`src/itm_pkg.sv`:
```
// Shared types and constants for the interval table with merge.
package itm_pkg;
	localparam int Entries = 16;
	localparam int TimeBits = 32;
	localparam int CountBits = 32;
	localparam int IdxBits = $clog2(Entries);
	localparam int UsedBits = $clog2(Entries + 1);

	localparam logic [2:0] OP_INSERT = 3'd0;
	localparam logic [2:0] OP_POINT = 3'd1;
	localparam logic [2:0] OP_OVERLAP = 3'd2;
	localparam logic [2:0] OP_PROBE_UP = 3'd3;
	localparam logic [2:0] OP_MERGE_UP = 3'd4;
	localparam logic [2:0] OP_PROBE_DN = 3'd5;

	localparam logic [1:0] ST_DONE = 2'd0;
	localparam logic [1:0] ST_FULL = 2'd1;
	localparam logic [1:0] ST_ABSENT = 2'd2;

	// command from controller to datapath
	typedef struct packed {
		logic load;
		logic exec;
	} itm_cmd_t;

	// status from datapath to controller
	typedef struct packed {
		logic result_ok;
	} itm_sts_t;
endpackage

```
`src/itm_ctrl.sv`:
```
// Controller: load, execute and output handshake sequencing.
module itm_ctrl (
	input  logic              clk,
	input  logic              arst_n,
	input  logic              in_valid,
	output logic              in_ready,
	output logic              out_valid,
	input  logic              out_ready,
	input  itm_pkg::itm_sts_t sts,
	output itm_pkg::itm_cmd_t cmd
);
	import itm_pkg::*;

	localparam logic [1:0] S_IDLE = 2'd0;
	localparam logic [1:0] S_EXEC = 2'd1;
	localparam logic [1:0] S_OUT = 2'd2;

	logic [1:0] state_q;

	assign in_ready = state_q == S_IDLE;
	assign out_valid = state_q == S_OUT;
	assign cmd.load = in_valid && in_ready;
	assign cmd.exec = state_q == S_EXEC;

	// advance through load, execute, deliver
	always_ff @(posedge clk or negedge arst_n) begin
		if (!arst_n) begin
			state_q <= S_IDLE;
		end else begin
			unique case (state_q)
				S_IDLE: if (in_valid) state_q <= S_EXEC;
				S_EXEC: if (sts.result_ok) state_q <= S_OUT;
				S_OUT: if (out_ready) state_q <= S_IDLE;
				default: state_q <= S_IDLE;
			endcase
		end
	end
endmodule

```
`config.mk`:
```
export PLATFORM = sky130hd
export DESIGN_NAME = itm_ctrl
export DESIGN_NICKNAME = d
export VERILOG_FILES = /design/src/itm_pkg.sv /design/src/itm_ctrl.sv
export SDC_FILE = /design/constraint.sdc
export NUM_CORES = 1
export LEC_CHECK = 0
export BUFFER_PORTS_ARGS = -buffer_cell sky130_fd_sc_hd__buf_2
export CORE_AREA = 5 5 42 44
export DETAILED_ROUTE_END_ITERATION = 6
export DIE_AREA = 0 0 47 49
export PLACE_DENSITY = 0.3
export SLEW_MARGIN = 10
export SYNTH_ARGS = -nofsm -noshare
export SYNTH_HDL_FRONTEND = slang
export SYNTH_SLANG_ARGS = --single-unit
```
`constraint.sdc`:
```
create_clock -name clk -period 2.5 [get_ports clk]
set_input_delay 0.5 -clock clk [delete_from_list [all_inputs] [get_ports clk]]
set_output_delay 0.5 -clock clk [all_outputs]
set_load 0.01 [all_outputs]
```
==> results.md, run 1 <==
* Status: finished, final reports clean
* Sequential-to-total area share from yosys stat at 0.488
* Largest register by flop count: state_q
* RSZ-0062 raised after global routing: no
* Cell Area, Synth at 103 um2
* Post-Place Cells at 35
* DR iter-0 viols at 4
* Leakage power at 0.0981 nW
* Finished Layout Cells at 38
* Setup Fix Bufs, Post-CTS at 0
* CP Capture Type: output port
* Max rail drop VDD at 0.000227 V
* Startpoint type of the worst setup path: flip-flop
* Clock Path Buffers at 2
* Clock Skew at 0.00136 ns
* Antenna violations before repair at 0
* Avg Cell Area, Syn at 9.33 um2
* Slowest CP cell: dfrtp_1
* Post-DR vias/cell at 2.79
* WL/cell at 8.45 um
* FF-to-FF End: state_q[1]
* Min cycle time layout at 1.51 ns
* Final setup viols at 0
* Setup TNS at 0 ns
* Drt pass-1 iters at 2
* Commonest non-fill, non-tap cell in the layout: buf_2
* Endpoints failing hold at 0
* Fmax at 663 MHz
* CP cell instances: nor2_1 -> and2_1 -> buf_2
* Die W at 47 um
* Worst Path Buf+Inv at 1
* Power consumption at 0.229 mW
* Gp weighted congestion at 0.716
* CTS clk-pin slew, worst paths at 0.03 ns
* Area Overhead vs Synth at 80.5%
* # diodes at 0
* Max FFs per register at 2
* Post-route ant nets at 0
* Hold_buf cts at 0
* Period utilization at 0.603
* Post-CTS resize count at 0
* CP max stage delay at 0.40 ns
* Starting Density at 0.0732
* Fin util at 0.132
* Yosys warnings at 0
* Reg2Reg Setup Slack at 1.60 ns
* Reg-to-reg startpoint: state_q[0]
* CTS tree: done
* Largest regs: state_q x2
* Reg2Reg Depth at 2
* IO Port Bufs at 8
* Max_cap viols at 0
* DRC Markers at 0
* Layout net count at 29
* Critical Path Fanout Max at 5
* Clock Sinks at 2
* Layout cells sized above 1 at 0.500
* Num CTS Buffers at 3
* Largest net degree at the start of global routing at 6
* Transition time of the tightest slew-check pin at 0.158 ns
* DIE HEIGHT at 49 um
* Fillers at 178
* Area taken by multi-input logic gates at 48.8 um2
* PwrDens at 1230 mW/mm2
* Delay-heaviest family, CP: flip-flops
* Vias in the first global route at 131
* Top Ports at 9
* Seq cells post-synth at 2
* Pre-CTS setup slack at 1.14 ns
* Setup ws final at 0.992 ns
* Global route overflow at 0
* Max Slew Vio Count at 0
* Worst hold-check path type: in -> async
* Syn nets at 16
* Root Driver: clkbuf_4
* WP data required at 2.00 ns
* DP HPWL at 249 um
* Worst-skew pair later-pin latency at 0.22 ns
* FP Rows at 14
* Total wire length at 321 um
* H-Tree Level Count at 1
* Cell variety after synth at 8
* Slew HR at 0.895
* Global-route wire length before repair at 524 um
* Seq. cell area at 50.0 um2
* Synthesized instance count at 11
* Die footprint at 0.00230 mm2
* Vias at 106
* Total track usage at 0.0402
* Most frequent cells in the layout: buf_2 (8), clkbuf_4 (3), nor2b_1 (2), nand2b_1 (2), dfrtp_1 (2)
* Setup CP Type: reg -> out
* Data arrival time of the worst path at 1.01 ns
* Core ar. at 0.00140 mm2
-- cell type report --
class / instances / area share
multi-input cells: 8 / 0.264
clock buffers: 3 / 0.122
inverters: 1 / 0.0203
repair buffers: 8 / 0.216
flip-flops and latches: 2 / 0.270
well taps: 16 / 0.108
-- cell usage after synthesis, drive strengths merged --
| library cell | n | area, um2 |
|---|---|---|
| a21oi | 1 | 5.00 |
| a22o | 1 | 8.76 |
| and2 | 1 | 6.26 |
| dfrtp | 2 | 50.1 |
| inv | 1 | 3.75 |
| nand2b | 2 | 12.5 |
| nor2 | 1 | 3.75 |
| nor2b | 2 | 12.5 |
-- stage by stage --
step / hold slack (ns) / instance area [um2]
floorplan: 0.204 / 103
global placement: 0.287 / 163
detailed placement: 0.290 / 163
CTS: 0.0457 / 185
global route: 0.0509 / 185
finish: 0.0577 / 185
-- logic make-up (layout without fill, tap and decap cells) --
| family | after synthesis | after routing | synth area share |
|---|---|---|---|
| DFF | 2 | 2 | 0.488 |
| buffers and inverters | 1 | 12 | 0.0366 |
| and+or+nand+nor | 6 | 6 | 0.341 |
| AOI/OAI and AO/OA | 2 | 2 | 0.134 |
-- worst max path at each step --
stage	from	to	slack, ns	cells after the start
global placement	in_valid	cmd[1]	1.14	3
finish	state_q[0]	cmd[1]	0.99	3
CTS	state_q[0]	cmd[1]	0.97	3
floorplan	state_q[0]	cmd[1]	1.20	2
global route	state_q[0]	cmd[1]	0.93	3
detailed placement	in_valid	cmd[1]	1.14	3
-- power breakdown --
part / switching [mW] / internal [mW] / total, mW / leakage [nW]
clock network: 0.0186 / 0.0530 / 0.0715 / 0.0138
logic: 0.0479 / 0.0467 / 0.0946 / 0.0588
registers: 0.0149 / 0.0475 / 0.0624 / 0.0255
total: 0.0814 / 0.147 / 0.228 / 0.0981
-- per-layer routing --
layer / GRT usage / wire (um) / part of all wire / up-vias
li1: - / - / - / 57
met1: 0.0374 / 152 / 0.47 / 36
met4: 0.0553 / 12 / 0.037 / 0
met3: 0.0554 / 76 / 0.24 / 2
met2: 0.0294 / 79 / 0.25 / 11
met5: 0 / 0 / 0 / -
-- worst register-to-register path: stages (launching register included) --
cell     delay (ns)
dfrtp_1        0.40
nor2b_1        0.16
a22o_1         0.22
(Power assumes the default switching activity.)
==> run 2: changes to the inputs <==
- clock period: 2.5 -> 1.3 ns (I/O delays scaled with it)
==> run 2 against run 1 <==
Total power is 96% higher. Clock-buffer cell count is the same. Sequential power increased by 99%. Sequential share of layout area down 1.7 points. Critical path type unchanged.
==> results.md, run 2 (synthesized netlist as in run 1, its figures left out) <==
* Status: finished, final reports clean
* Area Overhead vs Synth at 92.7%
* Hold slack at 0.279 ns (+0.221 ns)
* Reg2Reg Depth at 2 (unchanged)
* CP cell instances: nor2b_1 -> buf_2
* CTS clk-pin slew, worst paths at 0.03 ns (about the same)
* Vias in the first global route at 138 (+5.3%)
* Largest net degree at the start of global routing at 6 (unchanged)
* Num CTS Buffers at 3 (unchanged)
* HP Start: sts
* Largest regs: state_q x2
* Startpoint type of the worst setup path: flip-flop
* Data arrival time of the worst path at 0.98 ns (-0.03 ns)
* Root Driver: clkbuf_4
* CP max stage delay at 0.40 ns (about the same)
* Critical Path Fanout Max at 5 (unchanged)
* Commonest non-fill, non-tap cell in the layout: buf_2
* CP Capture Type: output port
* Setup TNS at 0 ns (unchanged)
* DIE HEIGHT at 49 um (unchanged)
* Die footprint at 0.00230 mm2 (unchanged)
* FP Rows at 14 (unchanged)
* Global-route wire length before repair at 565 um (+7.8%)
* Clock Skew at 0.000944 ns (-0.000414 ns)
* Layout cells sized above 1 at 0.522 (+0.0217)
* Clock Path Buffers at 2 (unchanged)
* Total track usage at 0.0401 (about the same)
* Core ar. at 0.00140 mm2 (unchanged)
* Setup Fix Bufs, Post-CTS at 0 (unchanged)
* Fillers at 173 (-2.8%)
* DP HPWL at 252 um (+1.2%)
* DRC Markers at 0 (unchanged)
* Worst hold stages at 2
* Worst hold-check path type: in -> reg
* IO Port Bufs at 8 (unchanged)
* WHS Endpoint: state_q[1]
* Delay-heaviest family, CP: flip-flops
* WL/cell at 8.21 um (-2.9%)
* Slew HR at 0.901 (+0.00595)
* Levels on crit path at 2 (-1)
* WP data required at 1.04 ns (-0.96 ns)
* Vias at 114 (+7.5%)
* Slowest CP cell: dfrtp_1
* Worst-skew pair later-pin latency at 0.22 ns (about the same)
* Layout net count at 30 (+3.4%)
* Min cycle time layout at 1.24 ns
* Fmax at 808 MHz
* Global route overflow at 0 (unchanged)
* # diodes at 0 (unchanged)
* H-Tree Level Count at 1 (unchanged)
* Setup CP Type: reg -> out
* Largest register by flop count: state_q
* Max Slew Vio Count at 0 (unchanged)
* Worst Path Buf+Inv at 1 (unchanged)
* Post-DR vias/cell at 2.92 (+4.8%)
* Reg-to-reg startpoint: state_q[0]
* Area taken by multi-input logic gates at 51.3 um2 (+5.1%)
* Transition time of the tightest slew-check pin at 0.149 ns (-0.00891 ns)
* FF-to-FF End: state_q[1]
* Endpoints failing hold at 0 (unchanged)
* Most frequent cells in the layout: buf_2 (8), clkbuf_4 (3), nor2b_1 (2), nand2b_1 (2), dfrtp_1 (2)
* RSZ-0062 raised after global routing: yes
* Max_cap viols at 0 (unchanged)
* Seq. cell area at 50.0 um2 (unchanged)
* Leakage power at 0.103 nW (+4.8%)
* Starting Density at 0.0732 (unchanged)
* DR iter-0 viols at 2 (-2)
* Clock Sinks at 2 (unchanged)
* Top Ports at 9 (unchanged)
* Final setup viols at 0 (unchanged)
* CTS tree: done
* Reg2Reg Setup Slack at 0.39 ns (-1.21 ns)
* Antenna violations before repair at 0 (unchanged)
* Post-route ant nets at 0 (unchanged)
* Drt pass-1 iters at 2 (unchanged)
* Gp weighted congestion at 0.715 (-0.20%)
* Period utilization at 0.952
* Max FFs per register at 2 (unchanged)
* Max rail drop VDD at 0.000441 V (+95%)
* Total wire length at 320 um (-0.31%)
* Die W at 47 um (unchanged)
* PwrDens at 2270 mW/mm2 (+84%)
==> run 2: cell count changes in the layout (fill, tap and decap cells not counted), sizes merged <==
cell         before  now
dlygate4sd3       0    1
==> run 2: stage by stage <==
step	power, mW	instances	area [um2]	worst slack [ns]	utilization
finish	0.448	39	198	0.0630	0.141
global route	0.498	39	198	-0.0191	0.141
CTS	0.454	39	195	0.0114	0.139
detailed placement	0.307	35	163	0.256	0.116
global placement	0.300	35	163	0.284	0.116
floorplan	0.223	11	103	0.243	-
==> run 2: how the worst max path moves through the flow <==
stage                      to  slack [ns]  startpoint
floorplan              cmd[1]        0.24  state_q[0]
global placement       cmd[1]        0.28  state_q[0]
detailed placement     cmd[1]        0.26  state_q[0]
CTS                    cmd[1]        0.01  state_q[0]
global route        out_valid       -0.02  state_q[1]
finish                 cmd[0]        0.06  state_q[0]
==> run 2: routing by layer <==
metal  GRT usage  vias up  routed length, um
met5           0        -                  0
met4      0.0553        0                 12
met3      0.0443        2                 70
met2      0.0294       11                 82
met1      0.0440       42                155
li1            -       59                  -
==> run 2: area by class of cell <==
cell class	count	share of cell area
Multi-Input combinational cell	8	0.259
Timing Repair Buffer	9	0.253
Clock buffer	3	0.114
Sequential cell	2	0.253
Inverter	1	0.0190
Tap cell	16	0.101
==> run 2: worst reg2reg max path: cells and delay by family (launching register included) <==
kind,cells,cell delay [ns]
AOI/OAI and AO/OA,1,0.22
DFF,1,0.41
and+or+nand+nor,1,0.16
==> run 2: timing repair <==
action                                  CTS  global route
gates resized for setup                   0             1
hold buffers                              1             0
endpoints found under the setup margin    0             2
hold endpoints to repair                  2             0
==> run 2: where the power goes <==
group / internal (mW) / total (mW) / switching (mW)
clock network: 0.102 / 0.137 / 0.0350
registers: 0.0913 / 0.124 / 0.0331
logic: 0.0948 / 0.187 / 0.0918
total: 0.288 / 0.448 / 0.160
==> run 3: changes to the inputs <==
- ABC_AREA: unset -> 1
==> run 3 against run 2 <==
Clock-buffer cell count is the same. Sequential share of layout area fell by 2.0 points. Sequential power rose by 13%. Largest cell class is now non-clock buffers.
==> results.md, run 3 <==
* Global-route wire length before repair at 503 um (-11%)
* Reg2Reg Depth at 4 (+2)
* DRC Markers at 0 (unchanged)
* Area Overhead vs Synth at 93.4%
* Post-DR vias/cell at 3.07 (+4.9%)
* FP Rows at 14 (unchanged)
* Most frequent cells in the layout: buf_2 (8), inv_1 (5), nand3_1 (3), clkbuf_4 (3)
* Met2 WL post-DR at 115 um (+40%)
* Largest net degree at the start of global routing at 6 (unchanged)
* Met1 WL at 165 um (+6.5%)
* Final setup viols at 0 (unchanged)
* FF-to-FF End: state_q[0]
* Worst hold stages at 3 (+1)
* Vias in the first global route at 132 (-4.3%)
* IO Port Bufs at 8 (unchanged)
* Core ar. at 0.00140 mm2 (unchanged)
* Top cells by count, synth: inv_1 (5), nand3_1 (3), dfrtp_1 (2), nand2_2 (2), nor2_1 (2)
* Num CTS Buffers at 3 (unchanged)
* Fillers at 170 (-1.7%)
* Cell Area, Synth at 114 um2 (+11%)
* Die W at 47 um (unchanged)
* Sequential-to-total area share from yosys stat at 0.440 (-0.0482)
* DP HPWL at 278 um (+10%)
* DR iter-0 viols at 1 (-1)
* Top Ports at 9 (unchanged)
* Setup TNS at 0 ns (unchanged)
* Seq cells post-synth at 2 (unchanged)
* Number of enable flip-flop cells after synthesis at 0 (unchanged)
* Clock Path Buffers at 2 (unchanged)
* Worst hold-check path type: in -> reg
* Main synth FF type: dfrtp_1
* Largest register by flop count: state_q
* Starting Density at 0.0812 (+0.00804)
* Startpoint type of the worst setup path: flip-flop
* Fmax at 789 MHz (-2.3%)
* CP Capture Type: output port
* Total track usage at 0.0352 (-0.00490)
* Syn nets at 21 (+5)
* Fin util at 0.157 (+0.0161)
* PwrDens at 2280 mW/mm2 (+0.84%)
* CTS tree: done
* P_sw at 0.200 mW (+25%)
* Period utilization at 0.974 (+0.0229)
* WL/cell at 8.00 um (-2.5%)
* Max rail drop VDD at 0.000419 V (-4.9%)
* Cell variety after synth at 7 (-1)
* Commonest non-fill, non-tap cell in the layout: buf_2
* Root Driver: clkbuf_4
* CTS clk-pin slew, worst paths at 0.03 ns (about the same)
* Layout cells sized above 1 at 0.552 (+0.0300)
* Gp weighted congestion at 0.745 (+4.2%)
* Max FFs per register at 2 (unchanged)
* Reg-to-reg startpoint: state_q[0]
* Switching part of the total at 0.398 (+0.0410)
* Vias at 138 (+21%)
* Clock Sinks at 2 (unchanged)
* Post-route ant nets at 0 (unchanged)
* Antenna violations before repair at 0 (unchanged)
* # diodes at 0 (unchanged)
* Ys async rst share at 1.00 (unchanged)
* Setup CP Type: reg -> out
* Data arrival time of the worst path at 1.01 ns (+0.03 ns)
* Die footprint at 0.00230 mm2 (unchanged)
* RSZ-0062 raised after global routing: yes
* Min cycle time layout at 1.27 ns (+0.0298 ns)
* Leakage power at 0.131 nW (+27%)
* Avg Cell Area, Syn at 7.12 um2 (-24%)
* Max Used Layer: met3
* Metal3 WL at 79 um (+13%)
* Max Slew Vio Count at 0 (unchanged)
* Max_cap viols at 0 (unchanged)
* DIE HEIGHT at 49 um (unchanged)
* Endpoints failing hold at 0 (unchanged)
* Largest regs: state_q x2
* Global route overflow at 0 (unchanged)
* Yosys warnings at 0 (unchanged)
* WP data required at 1.04 ns (about the same)
* Slew HR at 0.887 (-0.0133)
* Synthesized instance count at 16 (+5)
* Clock Skew at 0.00286 ns (+0.00192 ns)
* Top-count cell post-synth: inv_1
* WHS Endpoint: state_q[1]
* Total wire length at 360 um (+13%)
* Status: finished, final reports clean
* Comb power frac at 0.451 (+0.034)
* Critical Path Fanout Max at 5 (unchanged)
* H-Tree Level Count at 1 (unchanged)
* Top cells by area, synth: dfrtp_1 (44%), inv_1 (16%), nand3_1 (13%)
* Int Power at 0.303 mW (+5.2%)
* Transition time of the tightest slew-check pin at 0.169 ns (+0.0203 ns)
* Drt pass-1 iters at 2 (unchanged)
* Reg2Reg Setup Slack at 0.43 ns (+0.04 ns)
* HP Start: sts
* Layout net count at 36 (+20%)
* Cell taking the most area after synthesis: dfrtp_1
* Post-synth top area share at 0.440 (-0.0482)
* Clock power frac at 0.271 (-0.034)
* Worst-skew pair later-pin latency at 0.22 ns (about the same)
* Hold slack at 0.284 ns (+0.00476 ns)
* Part of the power in registers at 0.278 (about the same)
[run 3: cell families (layout without fill, tap and decap cells)]
kind of cell           Yosys count  count (layout)  synth area share
and+or+nand+nor                  9               9             0.396
buffers and inverters            5              18             0.165
DFF                              2               2             0.440
[run 3: power by group through the flow]
stage | Combinational (mW) | Sequential, mW | Clock [mW]
floorplan | 0.124 | 0.121 | 0
global placement | 0.200 | 0.124 | 0
detailed placement | 0.205 | 0.126 | 0
CTS | 0.207 | 0.126 | 0.146
global route | 0.252 | 0.147 | 0.147
finish | 0.227 | 0.140 | 0.136
[run 3: critical path, cell delays in order (launching register included)]
cell	delay, ns
dfrtp_2	0.43
nor2_4	0.13
nand2_2	0.07
inv_1	0.04
buf_2	0.12
[run 3: timing repair]
action,4_1_cts,5_1_grt
setup endpoints to repair,1,1
pin swaps,1,2
hold buffers,1,0
resized for setup,0,2
endpoints found under the hold margin,2,0
setup buffers,0,1
[run 3: worst max path at each step]
stage          startpoint      to  slack [ns]
2_1_floorplan  state_q[0]  cmd[1]        0.28
3_3_place_gp   state_q[0]  cmd[1]        0.24
3_5_place_dp   state_q[0]  cmd[1]        0.23
4_1_cts        state_q[1]  cmd[1]       0.006
5_1_grt        state_q[0]  cmd[1]       -0.04
6_report       state_q[0]  cmd[1]        0.03
[run 3: routing by layer]
| layer | up-vias | global-route usage |
|---|---|---|
| met1 | 56 | 0.0419 |
| met3 | 0 | 0.0406 |
| met5 | - | 0 |
| met2 | 9 | 0.0249 |
| li1 | 73 | - |
| met4 | 0 | 0.0415 |
[run 3: area by class of cell]
class | instances | area, um2 | share of cell area
flip-flops and latches | 2 | 51.3 | 0.233
clock buffers | 3 | 22.5 | 0.102
well taps | 16 | 20.0 | 0.0909
inverters | 5 | 18.8 | 0.0852
repair buffers | 10 | 57.6 | 0.261
multi-input cells | 9 | 50.0 | 0.227
[run 3: through the flow]
step	std cells	cell area [um2]	setup WS, ns	power [mW]
after floorplan	16	114	0.282	0.245
after global placement	40	174	0.241	0.325
after detailed placement	40	174	0.232	0.331
after CTS	44	206	0.00566	0.479
after global routing	45	220	-0.0350	0.546
final	45	220	0.0333	0.503
